[src/design/ivra_pkg.sv]
// Shared types for the interrupt vector range allocator.
// Request and status codes, controller/datapath command and status bundles.
// No dependencies.
`default_nettype none

package ivra_pkg;

    localparam int WORD_W = 8;  // bitmap bits held in one memory word

    typedef enum logic [1:0] {
        REQ_ALLOC   = 2'd0,
        REQ_RESERVE = 2'd1,
        REQ_FREE    = 2'd2
    } t_req;

    typedef enum logic [1:0] {
        ST_OK        = 2'd0,
        ST_NO_SPACE  = 2'd1,
        ST_BAD_COUNT = 2'd2
    } t_status;

    typedef enum logic [2:0] {
        S_CLEAR,
        S_IDLE,
        S_DECODE,
        S_SCAN,
        S_MARK_RD,
        S_MARK_WR,
        S_RESP
    } t_state;

    typedef struct packed {
        logic load;
        logic clr_wr;
        logic scan_init;
        logic scan_en;
        logic mark_rd;
        logic mark_wr;
        logic set_bad;
    } t_dp_cmd;

    typedef struct packed {
        logic [1:0] req;
        logic       cnt_zero;
        logic       range_empty;
        logic       clr_last;
        logic       scan_hit;
        logic       scan_fail;
        logic       mark_last;
    } t_dp_sts;

endpackage

`default_nettype wire

[src/design/ivra_ctrl.sv]
// Sequencer for the allocator: clearing pass, decode, scan, mark and response.
// Depends on ivra_pkg; drives the datapath through t_dp_cmd.
`default_nettype none

module ivra_ctrl
    import ivra_pkg::*;
(
    input  wire logic    i_clk,
    input  wire logic    i_rst_n,
    input  wire logic    i_start,
    input  wire t_dp_sts i_sts,
    output t_dp_cmd      o_cmd,
    output logic         o_busy,
    output logic         o_result_valid
);

    t_state r_state, n_state;

    always_ff @(posedge i_clk) begin
        if (!i_rst_n) begin
            r_state <= S_CLEAR;
        end else begin
            r_state <= n_state;
        end
    end

    always_comb begin
        n_state = r_state;
        case (r_state)
            S_CLEAR: begin
                if (i_sts.clr_last) n_state = S_IDLE;
            end
            S_IDLE: begin
                if (i_start) n_state = S_DECODE;
            end
            S_DECODE: begin
                if (i_sts.req == REQ_ALLOC) begin
                    n_state = i_sts.cnt_zero ? S_RESP : S_SCAN;
                end else if (i_sts.req == REQ_RESERVE || i_sts.req == REQ_FREE) begin
                    n_state = i_sts.range_empty ? S_RESP : S_MARK_RD;
                end else begin
                    n_state = S_RESP;
                end
            end
            S_SCAN: begin
                if (i_sts.scan_hit) n_state = S_MARK_RD;
                else if (i_sts.scan_fail) n_state = S_RESP;
            end
            S_MARK_RD: begin
                n_state = S_MARK_WR;
            end
            S_MARK_WR: begin
                n_state = i_sts.mark_last ? S_RESP : S_MARK_RD;
            end
            S_RESP: begin
                n_state = S_IDLE;
            end
            default: begin
                n_state = S_CLEAR;
            end
        endcase
    end

    always_comb begin
        o_cmd          = '0;
        o_busy         = 1'b1;
        o_result_valid = 1'b0;
        case (r_state)
            S_CLEAR: begin
                o_cmd.clr_wr = 1'b1;
            end
            S_IDLE: begin
                o_busy     = 1'b0;
                o_cmd.load = i_start;
            end
            S_DECODE: begin
                if (i_sts.req == REQ_ALLOC) begin
                    o_cmd.set_bad   = i_sts.cnt_zero;
                    o_cmd.scan_init = !i_sts.cnt_zero;
                end
            end
            S_SCAN: begin
                o_cmd.scan_en = 1'b1;
            end
            S_MARK_RD: begin
                o_cmd.mark_rd = 1'b1;
            end
            S_MARK_WR: begin
                o_cmd.mark_wr = 1'b1;
            end
            S_RESP: begin
                o_result_valid = 1'b1;
            end
            default: begin
                o_busy = 1'b1;
            end
        endcase
    end

endmodule

`default_nettype wire

[src/design/ivra_dp.sv]
// Datapath for the allocator: bitmap memory (8 vectors a word), run scanner,
// range read-modify-write and result registers. Depends on ivra_pkg.
`default_nettype none

module ivra_dp
    import ivra_pkg::*;
#(
    parameter int NUM_VECTORS = 256
) (
    input  wire logic       i_clk,
    input  wire logic       i_rst_n,
    input  wire t_dp_cmd    i_cmd,
    input  wire logic [1:0] i_req_type,
    input  wire logic [7:0] i_base_vector,
    input  wire logic [8:0] i_count,
    output t_dp_sts         o_sts,
    output logic [7:0]      o_granted_base,
    output logic [1:0]      o_status
);

    localparam int NUM_WORDS = (NUM_VECTORS + WORD_W - 1) / WORD_W;
    localparam int WA_W      = (NUM_WORDS > 1) ? $clog2(NUM_WORDS) : 1;
    localparam int WC_W      = $clog2(NUM_WORDS + 1);
    localparam int VI_W      = WA_W + 3;
    localparam int FW        = (VI_W > 8) ? VI_W : 8;
    localparam int END_W     = ((FW > 9) ? FW : 9) + 1;
    localparam int GB_W      = (VI_W < 8) ? VI_W : 8;

    // bitmap memory
    logic [WORD_W-1:0] r_mem [NUM_WORDS];
    logic [WORD_W-1:0] r_rdata;
    logic              w_we;
    logic [WA_W-1:0]   w_waddr, w_raddr;
    logic [WORD_W-1:0] w_wdata;

    // request
    logic [1:0]      r_req;
    logic [FW-1:0]   r_first;
    logic [8:0]      r_len;
    logic            r_fill;
    logic [WA_W-1:0] r_mword;
    logic [WA_W-1:0] r_clr_addr;
    t_status         r_status;
    logic [7:0]      r_granted;

    // scan pipeline
    logic [WC_W-1:0] r_scan_cnt;
    logic            r_dvalid;
    logic [WA_W-1:0] r_dword;
    logic [8:0]      r_run;
    logic [VI_W-1:0] r_start;
    logic            w_issue;

    logic            w_hit;
    logic [8:0]      w_run;
    logic [VI_W-1:0] w_st, w_hs;

    logic [END_W-1:0] w_end_raw, w_end, w_end_m1;
    logic [WA_W-1:0]  w_last_word;
    logic [WORD_W-1:0] w_marked;

    assign w_issue = i_cmd.scan_en && (r_scan_cnt < WC_W'(NUM_WORDS));

    // clipped exclusive end of the range being marked
    assign w_end_raw   = END_W'(r_first) + END_W'(r_len);
    assign w_end       = (w_end_raw > END_W'(NUM_VECTORS)) ? END_W'(NUM_VECTORS) : w_end_raw;
    assign w_end_m1    = w_end - END_W'(1);
    assign w_last_word = w_end_m1[WA_W+2:3];

    // run search over one word, lowest vector first
    always_comb begin
        logic [VI_W-1:0] vidx;
        logic            free;
        w_run = r_run;
        w_st  = r_start;
        w_hit = 1'b0;
        w_hs  = r_start;
        for (int b = 0; b < WORD_W; b++) begin
            vidx = {r_dword, 3'(b)};
            free = !r_rdata[b] && (END_W'(vidx) < END_W'(NUM_VECTORS));
            if (!w_hit) begin
                if (free) begin
                    if (w_run == 9'd0) w_st = vidx;
                    w_run = w_run + 9'd1;
                    if (w_run == r_len) begin
                        w_hit = 1'b1;
                        w_hs  = w_st;
                    end
                end else begin
                    w_run = 9'd0;
                end
            end
        end
    end

    always_comb begin
        logic [END_W-1:0] vidx_e;
        for (int b = 0; b < WORD_W; b++) begin
            vidx_e = END_W'({r_mword, 3'(b)});
            if (vidx_e >= END_W'(r_first) && vidx_e < w_end) w_marked[b] = r_fill;
            else w_marked[b] = r_rdata[b];
        end
    end

    // memory port selection
    always_comb begin
        w_we    = i_cmd.clr_wr || i_cmd.mark_wr;
        w_waddr = i_cmd.clr_wr ? r_clr_addr : r_mword;
        w_wdata = i_cmd.clr_wr ? '0 : w_marked;
        w_raddr = i_cmd.mark_rd ? r_mword : r_scan_cnt[WA_W-1:0];
    end

    always_ff @(posedge i_clk) begin
        if (w_we) r_mem[w_waddr] <= w_wdata;
        r_rdata <= r_mem[w_raddr];
    end

    // control counters
    always_ff @(posedge i_clk) begin
        if (!i_rst_n) begin
            r_clr_addr <= '0;
            r_scan_cnt <= '0;
            r_dvalid   <= 1'b0;
        end else begin
            if (i_cmd.clr_wr) r_clr_addr <= r_clr_addr + WA_W'(1);
            if (i_cmd.scan_init) begin
                r_scan_cnt <= '0;
                r_dvalid   <= 1'b0;
            end else if (i_cmd.scan_en) begin
                if (w_issue) r_scan_cnt <= r_scan_cnt + WC_W'(1);
                r_dvalid <= w_issue;
            end
        end
    end

    // request, scan state and results
    always_ff @(posedge i_clk) begin
        if (i_cmd.load) begin
            r_req     <= i_req_type;
            r_first   <= FW'(i_base_vector);
            r_len     <= i_count;
            r_fill    <= (i_req_type == REQ_RESERVE);
            r_mword   <= WA_W'(i_base_vector[7:3]);
            r_granted <= 8'd0;
            r_status  <= ST_OK;
        end
        if (i_cmd.set_bad) r_status <= ST_BAD_COUNT;
        if (i_cmd.scan_init) begin
            r_run   <= 9'd0;
            r_start <= '0;
        end else if (i_cmd.scan_en && r_dvalid) begin
            r_run   <= w_run;
            r_start <= w_st;
            r_dword <= r_scan_cnt[WA_W-1:0];
            if (w_hit) begin
                r_first   <= FW'(w_hs);
                r_mword   <= w_hs[VI_W-1:3];
                r_fill    <= 1'b1;
                r_granted <= 8'(w_hs[GB_W-1:0]);
                r_status  <= ST_OK;
            end else if (o_sts.scan_fail) begin
                r_status <= ST_NO_SPACE;
            end
        end else if (i_cmd.scan_en) begin
            r_dword <= r_scan_cnt[WA_W-1:0];
        end
        if (i_cmd.mark_wr) r_mword <= r_mword + WA_W'(1);
    end

    always_comb begin
        o_sts             = '0;
        o_sts.req         = r_req;
        o_sts.cnt_zero    = (r_len == 9'd0);
        o_sts.range_empty = (r_len == 9'd0) || (END_W'(r_first) >= END_W'(NUM_VECTORS));
        o_sts.clr_last    = (r_clr_addr == WA_W'(NUM_WORDS - 1));
        o_sts.scan_hit    = i_cmd.scan_en && r_dvalid && w_hit;
        o_sts.scan_fail   = i_cmd.scan_en && r_dvalid && !w_hit
                            && (r_dword == WA_W'(NUM_WORDS - 1));
        o_sts.mark_last   = (r_mword == w_last_word);
    end

    assign o_granted_base = r_granted;
    assign o_status       = r_status;

endmodule

`default_nettype wire

[src/design/interrupt_vector_range_allocator_core.sv]
// Interrupt vector range allocator: first-fit bitmap, 8 vectors per memory word.
// Reset: a clearing pass writes every word to free, with busy high.
// After the accepting edge the request is decoded; a bad count or unknown request goes
// straight to the strobe; reserve/free touch W words, one read and one write each;
// allocate scans S words, one per cycle through the memory port, then marks the run.
// One request at a time; the next is taken the cycle after the strobe. No output stall.
`default_nettype none

module interrupt_vector_range_allocator_core
    import ivra_pkg::*;
#(
    parameter int NUM_VECTORS = 256
) (
    input  wire logic       i_clk,
    input  wire logic       i_rst_n,
    input  wire logic       start,
    output logic            busy,
    input  wire logic [1:0] i_req_type,
    input  wire logic [7:0] i_base_vector,
    input  wire logic [8:0] i_count,
    output logic            o_result_valid,
    output logic [7:0]      o_granted_base,
    output logic [1:0]      o_status
);

    t_dp_cmd w_cmd;
    t_dp_sts w_sts;

    ivra_ctrl u_ctrl (
        .i_clk          (i_clk),
        .i_rst_n        (i_rst_n),
        .i_start        (start),
        .i_sts          (w_sts),
        .o_cmd          (w_cmd),
        .o_busy         (busy),
        .o_result_valid (o_result_valid)
    );

    ivra_dp #(
        .NUM_VECTORS (NUM_VECTORS)
    ) u_dp (
        .i_clk          (i_clk),
        .i_rst_n        (i_rst_n),
        .i_cmd          (w_cmd),
        .i_req_type     (i_req_type),
        .i_base_vector  (i_base_vector),
        .i_count        (i_count),
        .o_sts          (w_sts),
        .o_granted_base (o_granted_base),
        .o_status       (o_status)
    );

endmodule

`default_nettype wire

[config.mk]
export PLATFORM = sky130hd
export DESIGN_NAME = interrupt_vector_range_allocator_core
export DESIGN_NICKNAME = d
export VERILOG_FILES = /design/src/design/ivra_pkg.sv /design/src/design/ivra_ctrl.sv /design/src/design/ivra_dp.sv /design/src/design/interrupt_vector_range_allocator_core.sv
export SDC_FILE = /design/constraint.sdc
export NUM_CORES = 1
export LEC_CHECK = 0
export ABC_CLOCK_PERIOD_IN_PS = 12700
export BUFFER_PORTS_ARGS = -buffer_cell sky130_fd_sc_hd__buf_4
export CAP_MARGIN = 20
export CORE_MARGIN = 8
export CORE_UTILIZATION = 40
export DETAILED_ROUTE_END_ITERATION = 16
export GPL_ROUTABILITY_DRIVEN = 0
export GPL_TIMING_DRIVEN = 0
export PLACE_DENSITY_LB_ADDON = 0.15
export SLEW_MARGIN = 20
export SYNTH_ARGS = -nofsm -noshare
export SYNTH_HDL_FRONTEND = slang
export SYNTH_SLANG_ARGS = --single-unit
[constraint.sdc]
create_clock -name i_clk -period 12.7 [get_ports i_clk]
set_input_delay 0.635 -clock i_clk [delete_from_list [all_inputs] [get_ports i_clk]]
set_output_delay 0.635 -clock i_clk [all_outputs]
set_load 0.005 [all_outputs]
==> results of run 1 <==
==> metal layers <==
metal,track usage (%),up-vias,routed length (um)
li1,-,8407,-
met1,27.1,9061,28900
met2,37.5,746,34000
met3,2.63,150,4370
met4,8.08,0,2570
met5,0,-,0
==> worst max path at each step <==
| stage | slack, ns | cells past startpoint | to |
|---|---|---|---|
| after floorplan | 2.32 | 47 | u_dp.o_granted_base[4]$_DFF_P_ |
| after global placement | -0.60 | 46 | u_dp.o_granted_base[0]$_DFF_P_ |
| after detailed placement | -0.79 | 43 | u_dp.r_first[1]$_DFF_P_ |
| after CTS | 0.02 | 47 | u_dp.o_granted_base[6]$_DFF_P_ |
| after global routing | 0.08 | 45 | u_dp.o_granted_base[6]$_DFF_P_ |
| final | 0.67 | 44 | u_dp.o_granted_base[6]$_DFF_P_ |
==> logic make-up after synthesis <==
logic type,after synthesis,share of synthesized area (%)
adders and majority gates,42,2.43
xor gates and xnor gates,109,4.80
muxes,139,10.2
DFF,336,43.1
and+or+nand+nor,825,19.1
buffers and inverters,194,3.63
AOI/OAI and AO/OA,516,16.7
==> registers in the layout, summed over array words and instances, names as in the netlist <==
name / flops
u_dp.r_clr_addr: 5
u_dp.r_rdata: 8
u_dp.r_first: 8
u_dp.r_start: 8
u_dp.r_req: 2
u_dp.r_mword: 5
u_dp.r_mem: 256
u_dp.r_dword: 5
u_dp.r_scan_cnt: 6
u_dp.o_status: 2
u_dp.r_fill: 1
u_dp.r_len: 9
u_dp.o_granted_base: 8
u_dp.r_dvalid: 1
u_ctrl.r_state: 3
u_dp.r_run: 9
==> cell type report <==
type,count,area [sq um]
fill,5140,29600
multi-input combinational,1631,11800
sequential,336,9450
clock buffer,49,991
tap,696,871
buffer,124,542
timing repair buffer,46,470
inverter,65,245
clock inverter,10,85.1
==> metrics by stage <==
stage,hold slack (ns),std cells
final,0.285,2957
after global routing,0.271,2957
after CTS,0.272,2960
after detailed placement,0.457,2898
after global placement,0.452,2890
after floorplan,0.454,2161
==> power breakdown <==
group	internal, uW	switching [uW]
Clock	549	417
Sequential	1200	21.6
Combinational	207	347
Total	1960	786
==> timing repair <==
item | in CTS | in global routing
pin swaps | 1 | 2
setup endpoints to repair | 44 | 44
setup buffers | 3 | 2
resized for setup | 11 | 16
==> cells in the final DEF (no fill, tap or decap), types with 28 or more instances in the layout <==
master	netlist	final
edfxtp_1	272	272
nor2_1	182	173
dfxtp_1	64	62
clkbuf_1	89	91
a21oi_1	108	106
o21ai_0	97	95
nand2_1	232	232
clkbuf_16	0	37
and2_1	31	31
nand4_1	38	38
nor3_1	64	63
mux2i_1	53	50
inv_1	62	62
nand3_1	73	73
buf_4	8	47
and3_1	28	28
ha_1	41	39
xnor2_1	76	75
mux4_2	64	64
==> metrics.md, run 1 <==
| Metric | Value |
|---|---|
| Synthesis-stage register bit count | 336 |
| Bufs on Longest Clock Path | 3 |
| Synth cell types | 115 |
| Number of synthesized flops with an enable pin | 272 |
| Top delay family on crit path | compound AO/OA/AOI/OAI gates |
| Nets | 2,302 |
| Synth top area share | 37.3% |
| Post-synth ARST share | 0% |
| Buf/Inv on CP | 9 |
| Die height | 250 um |
| Initial DRT Pass Iterations | 6 |
| Syn nets | 2,225 |
| Worst-path fanout max | 10 |
| Cell taking the most area after synthesis | edfxtp_1 |
| RSZ-0062 raised after global routing | no |
| Mapped Area | 21,900 sq um |
| Area of the die | 62,500 sq um |
| Hpwl dp | 51.7 mm |
| Setup TNS | 0 ns |
| R2R setup slack | 0.67 ns |
| Placed cell areas | 23,300 sq um |
| Worst path slowest cell | or4b_1 |
| Hold buffer count at cts | 0 |
| First-pass GRT wire length | 107 mm |
| Vias in the first global route | 18,100 |
| Utilization after layout | 45.3% |
| GRT Residual Overflow | 0 |
| Routed WL | 69.8 mm |
| Synthesis warning total | 0 |
| Clk slew on worst S/H paths | 0.06 ns |
| Core ar. | 54,000 sq um |
| FP Rows | 85 |
| CTS sink count | 336 |
| Leak | 0.00869 uW |
| Top cells by count, synth | edfxtp_1, nand2_1, nor2_1 |
| Antenna violations before repair | 0 |
| Most instantiated library cell after synthesis | edfxtp_1 |
| Critical Path RT | 13.12 ns |
| Num ports | 34 |
| Final std cell area, no fill | 24,500 sq um |
| Gate Count Post-Synth | 2,161 |
| Clock Latency Late Sink | 0.53 ns |
| Synth Area per Inst | 10.1 sq um |
| Critical Path Start | u_dp.r_run[0]$_SDFFE_PP0P_ |
| Kind of critical path | flop to flop |
| Max-slew headroom | 23.3% |
| Starting Density | 40.5% |
| Fin crit share | 94.7% |
| Max-cap viol count | 0 |
| CP startpoint kind | flop |
| Setup Skew | 0.0196 ns |
| Final ANT Viol Nets | 0 |
| Die Width | 250 um |
| Dominant cells by area after synthesis | edfxtp_1, mux4_2, dfxtp_1 |
| Root Driver | clkbuf_16 |
| Largest stage delay, worst path | 0.54 ns |
| Total power | 2740 uW |
| Final setup fails | 0 |
| Largest net degree at the start of global routing | 33 |
| HP Start | i_count[8] |
| Fin crit period | 12.03 ns |
| Place WS | -0.794 ns |
| H-tree lvl count | 2 |
| Hold EP | u_dp.r_len[8]$_DFFE_PP_ |
| Final hold viol count | 0 |
| Hold path depth | 1 |
| CTS tree | yes |
| Critical Path AT | 12.45 ns |
| Worst r2r src | u_dp.r_run[0]$_SDFFE_PP0P_ |
| Via count of the routed design | 18,400 |
| DRC viols | 0 |
| IO buf count | 33 |
| R2r endpoint | u_dp.o_granted_base[6]$_DFF_P_ |
| Syn-to-layout area delta | 11.8% |
| Ant diodes | 0 |
| Number of CTS-inserted buffers | 34 |
| DR WL/cell | 23.6 um |
| Sequential area share after synthesis | 43.1% |
| Status | finished, final reports clean |
| HP Class | input pin to flop |
| Max Slew Vio Count | 0 |
| Most frequent CP cell | ha_1 |
| Fraction of layout cells with a size suffix above 1 | 13.3% |
| Final worst slack | 0.672 ns |
| Ys flop type | edfxtp_1 |
| Pwr/cell area | 112 nW/um^2 |
| Via/cell ratio | 6.21 |
| Total track usage | 21.5% |
| Fmax | 83.1 MHz |
| FF-to-FF path depth | 44 |
| Peak VDD IR | 0.000129 V |
| Starting DRC count in detailed routing | 1,809 |
| Crit. End Element | flop |
| Slew @ Worst Pin | 1.15 ns |
(Power assumes the default switching activity.)
==> run 2, diff against run 1 <==
- CORE_MARGIN: 8 -> 2
==> metrics.md, run 2 (synthesis gave the netlist of run 1 again) <==
| Metric | Value |
|---|---|
| Peak VDD IR | 0.000115 V (was 0.000129 V) |
| Antenna violations before repair | 0 (unchanged) |
| Internal | 1970 uW (was 1960 uW) |
| Critical Path AT | 12.51 ns (was 12.45 ns) |
| Starting DRC count in detailed routing | 1,839 (was 1,809) |
| DRC viols | 0 (unchanged) |
| IO buf count | 33 (unchanged) |
| DR WL/cell | 23.6 um (about the same) |
| Worst path slowest cell | clkbuf_1 (was or4b_1) |
| Kind of critical path | flop to flop (unchanged) |
| Max-cap viol count | 0 (unchanged) |
| Area of the die | 56,600 sq um (was 62,500 sq um) |
| Vias in the first global route | 17,900 (was 18,100) |
| Pwr/cell area | 113 nW/um^2 (was 112 nW/um^2) |
| CTS tree | yes (unchanged) |
| Max-slew headroom | 25.3% (was 23.3%) |
| Die Width | 238 um (was 250 um) |
| Via count of the routed design | 18,300 (was 18,400) |
| Worst-path fanout max | 10 (unchanged) |
| H-tree lvl count | 2 (unchanged) |
| Multi-input logic area | 11,800 sq um (about the same) |
| Final hold viol count | 0 (unchanged) |
| Bufs on Longest Clock Path | 3 (unchanged) |
| Die height | 238 um (was 250 um) |
| Ant diodes | 0 (unchanged) |
| Total track usage | 24.3% (was 21.5%) |
| FF/Latch Area | 9450 sq um (about the same) |
| Routed WL | 69.6 mm (was 69.8 mm) |
| FP Rows | 85 (unchanged) |
| Max reg flops | 256 (unchanged) |
| Final ANT Viol Nets | 0 (unchanged) |
| Switch share | 28.3% (was 28.6%) |
| Top Registers | u_dp.r_mem (256), u_dp.r_len (9), u_dp.r_run (9) (unchanged) |
| Place WS | -0.776 ns (was -0.794 ns) |
| Commonest non-fill, non-tap cell in the layout | edfxtp_1 (unchanged) |
| Final worst slack | 0.568 ns (was 0.672 ns) |
| Max Slew Vio Count | 0 (unchanged) |
| Fin crit period | 12.13 ns (was 12.03 ns) |
| CTS sink count | 336 (unchanged) |
| Reg power frac | 44.5% (was 44.6%) |
| Final setup fails | 0 (unchanged) |
| Fillers | 5,119 (was 5,140) |
| Number of CTS-inserted buffers | 35 (was 34) |
| Root Driver | clkbuf_16 (unchanged) |
| Leak | 0.00866 uW (was 0.00869 uW) |
| Status | finished, final reports clean (unchanged) |
| Nets | 2,302 (unchanged) |
| Syn-to-layout area delta | 11.3% (was 11.8%) |
| Crit. End Element | flop (unchanged) |
| Via/cell ratio | 6.20 (was 6.21) |
| Clock network fraction of total power | 35.3% (was 35.2%) |
| CP startpoint kind | flop (unchanged) |
| Setup Skew | 0.00867 ns (was 0.0196 ns) |
| Largest net degree at the start of global routing | 33 (unchanged) |
| Combinational power share | 20.2% (about the same) |
| Core ar. | 54,000 sq um (unchanged) |
| WHS | 0.292 ns (was 0.285 ns) |
| Total power | 2750 uW (was 2740 uW) |
| Hpwl dp | 51.4 mm (was 51.7 mm) |
| Largest stage delay, worst path | 0.69 ns (was 0.54 ns) |
| Num ports | 34 (unchanged) |
| Clock Latency Late Sink | 0.52 ns (was 0.53 ns) |
| Most frequent cells in the layout | edfxtp_1, nand2_1, nor2_1, a21oi_1, o21ai_0 (unchanged) |
| HP Class | input pin to flop (unchanged) |
| Initial DRT Pass Iterations | 7 (was 6) |
| Fraction of layout cells with a size suffix above 1 | 13.1% (was 13.3%) |
| Fin crit share | 95.5% (was 94.7%) |
| Clk slew on worst S/H paths | 0.06 ns (about the same) |
| Fmax | 82.4 MHz (was 83.1 MHz) |
| Slew @ Worst Pin | 1.12 ns (was 1.15 ns) |
| Starting Density | 40.5% (unchanged) |
| Critical Path RT | 13.07 ns (was 13.12 ns) |
| Biggest register | u_dp.r_mem (unchanged) |
| GRT Residual Overflow | 0 (unchanged) |
| First-pass GRT wire length | 107 mm (about the same) |
| Net Switching | 777 uW (was 786 uW) |
## run 2: final cells by class
class	instances	share of cell area [%]
flip-flops and latches	336	38.8
plain buffers	125	2.22
repair buffers	44	1.68
inverters	65	1.01
multi-input cells	1631	48.4
well taps	696	3.57
clock buffers	40	3.67
clock inverters	18	0.662
## run 2: worst max-delay path: cells and delay by family (launching register included)
| kind | cells | cell delay, ns |
|---|---|---|
| compound gates | 14 | 4.51 |
| fa+ha+maj | 3 | 0.84 |
| buf+inv | 11 | 2.77 |
| flops | 1 | 0.35 |
| simple gates | 16 | 3.50 |
## run 2: final timing paths
check / slack (ns) / from / depth (start not counted) / end
worst max register to register: 0.57 / u_dp.r_len[6]$_DFFE_PP_ / 44 / u_dp.r_run[6]$_SDFFE_PP0P_
worst min register to register: 0.47 / u_dp.o_granted_base[2]$_DFF_P_ / 2 / u_dp.o_granted_base[2]$_DFF_P_
worst min-delay path: 0.29 / i_count[4] / 1 / u_dp.r_len[4]$_DFFE_PP_
worst max-delay path: 0.57 / u_dp.r_len[6]$_DFFE_PP_ / 44 / u_dp.r_run[6]$_SDFFE_PP0P_
## run 2: per-layer routing
metal,vias up,routed length [um],global-route usage (%)
met5,-,0,0
met4,0,3210,10.7
met3,188,3670,2.33
met2,697,33500,41.5
met1,9026,29300,31.6
li1,8411,-,-
## run 2: per-stage QoR
step	utilization (%)	area, sq um	cells	setup TNS (ns)
after detailed placement	43.0	23200	2896	-20.00
final	45.1	24400	2955	0
after global placement	42.6	23000	2890	-13.55
after CTS	45.1	24300	2957	0
after global routing	45.1	24400	2955	-0.0409
after floorplan	-	21900	2161	0
## run 2: power by group through the flow
stage	clock network [uW]	registers (uW)	logic, uW
6_report	970	1220	555
5_1_grt	1030	1220	609
4_1_cts	992	1220	544
3_5_place_dp	0	1240	539
3_3_place_gp	0	1240	526
2_1_floorplan	0	1240	402
## run 2: what timing repair did
| item | in CTS | in global routing |
|---|---|---|
| setup endpoints to repair | 42 | 44 |
| pin swaps | 1 | 1 |
| buffers inserted | 3 | 2 |
| gates resized for setup | 7 | 14 |
| hold buffers | 0 | 0 |
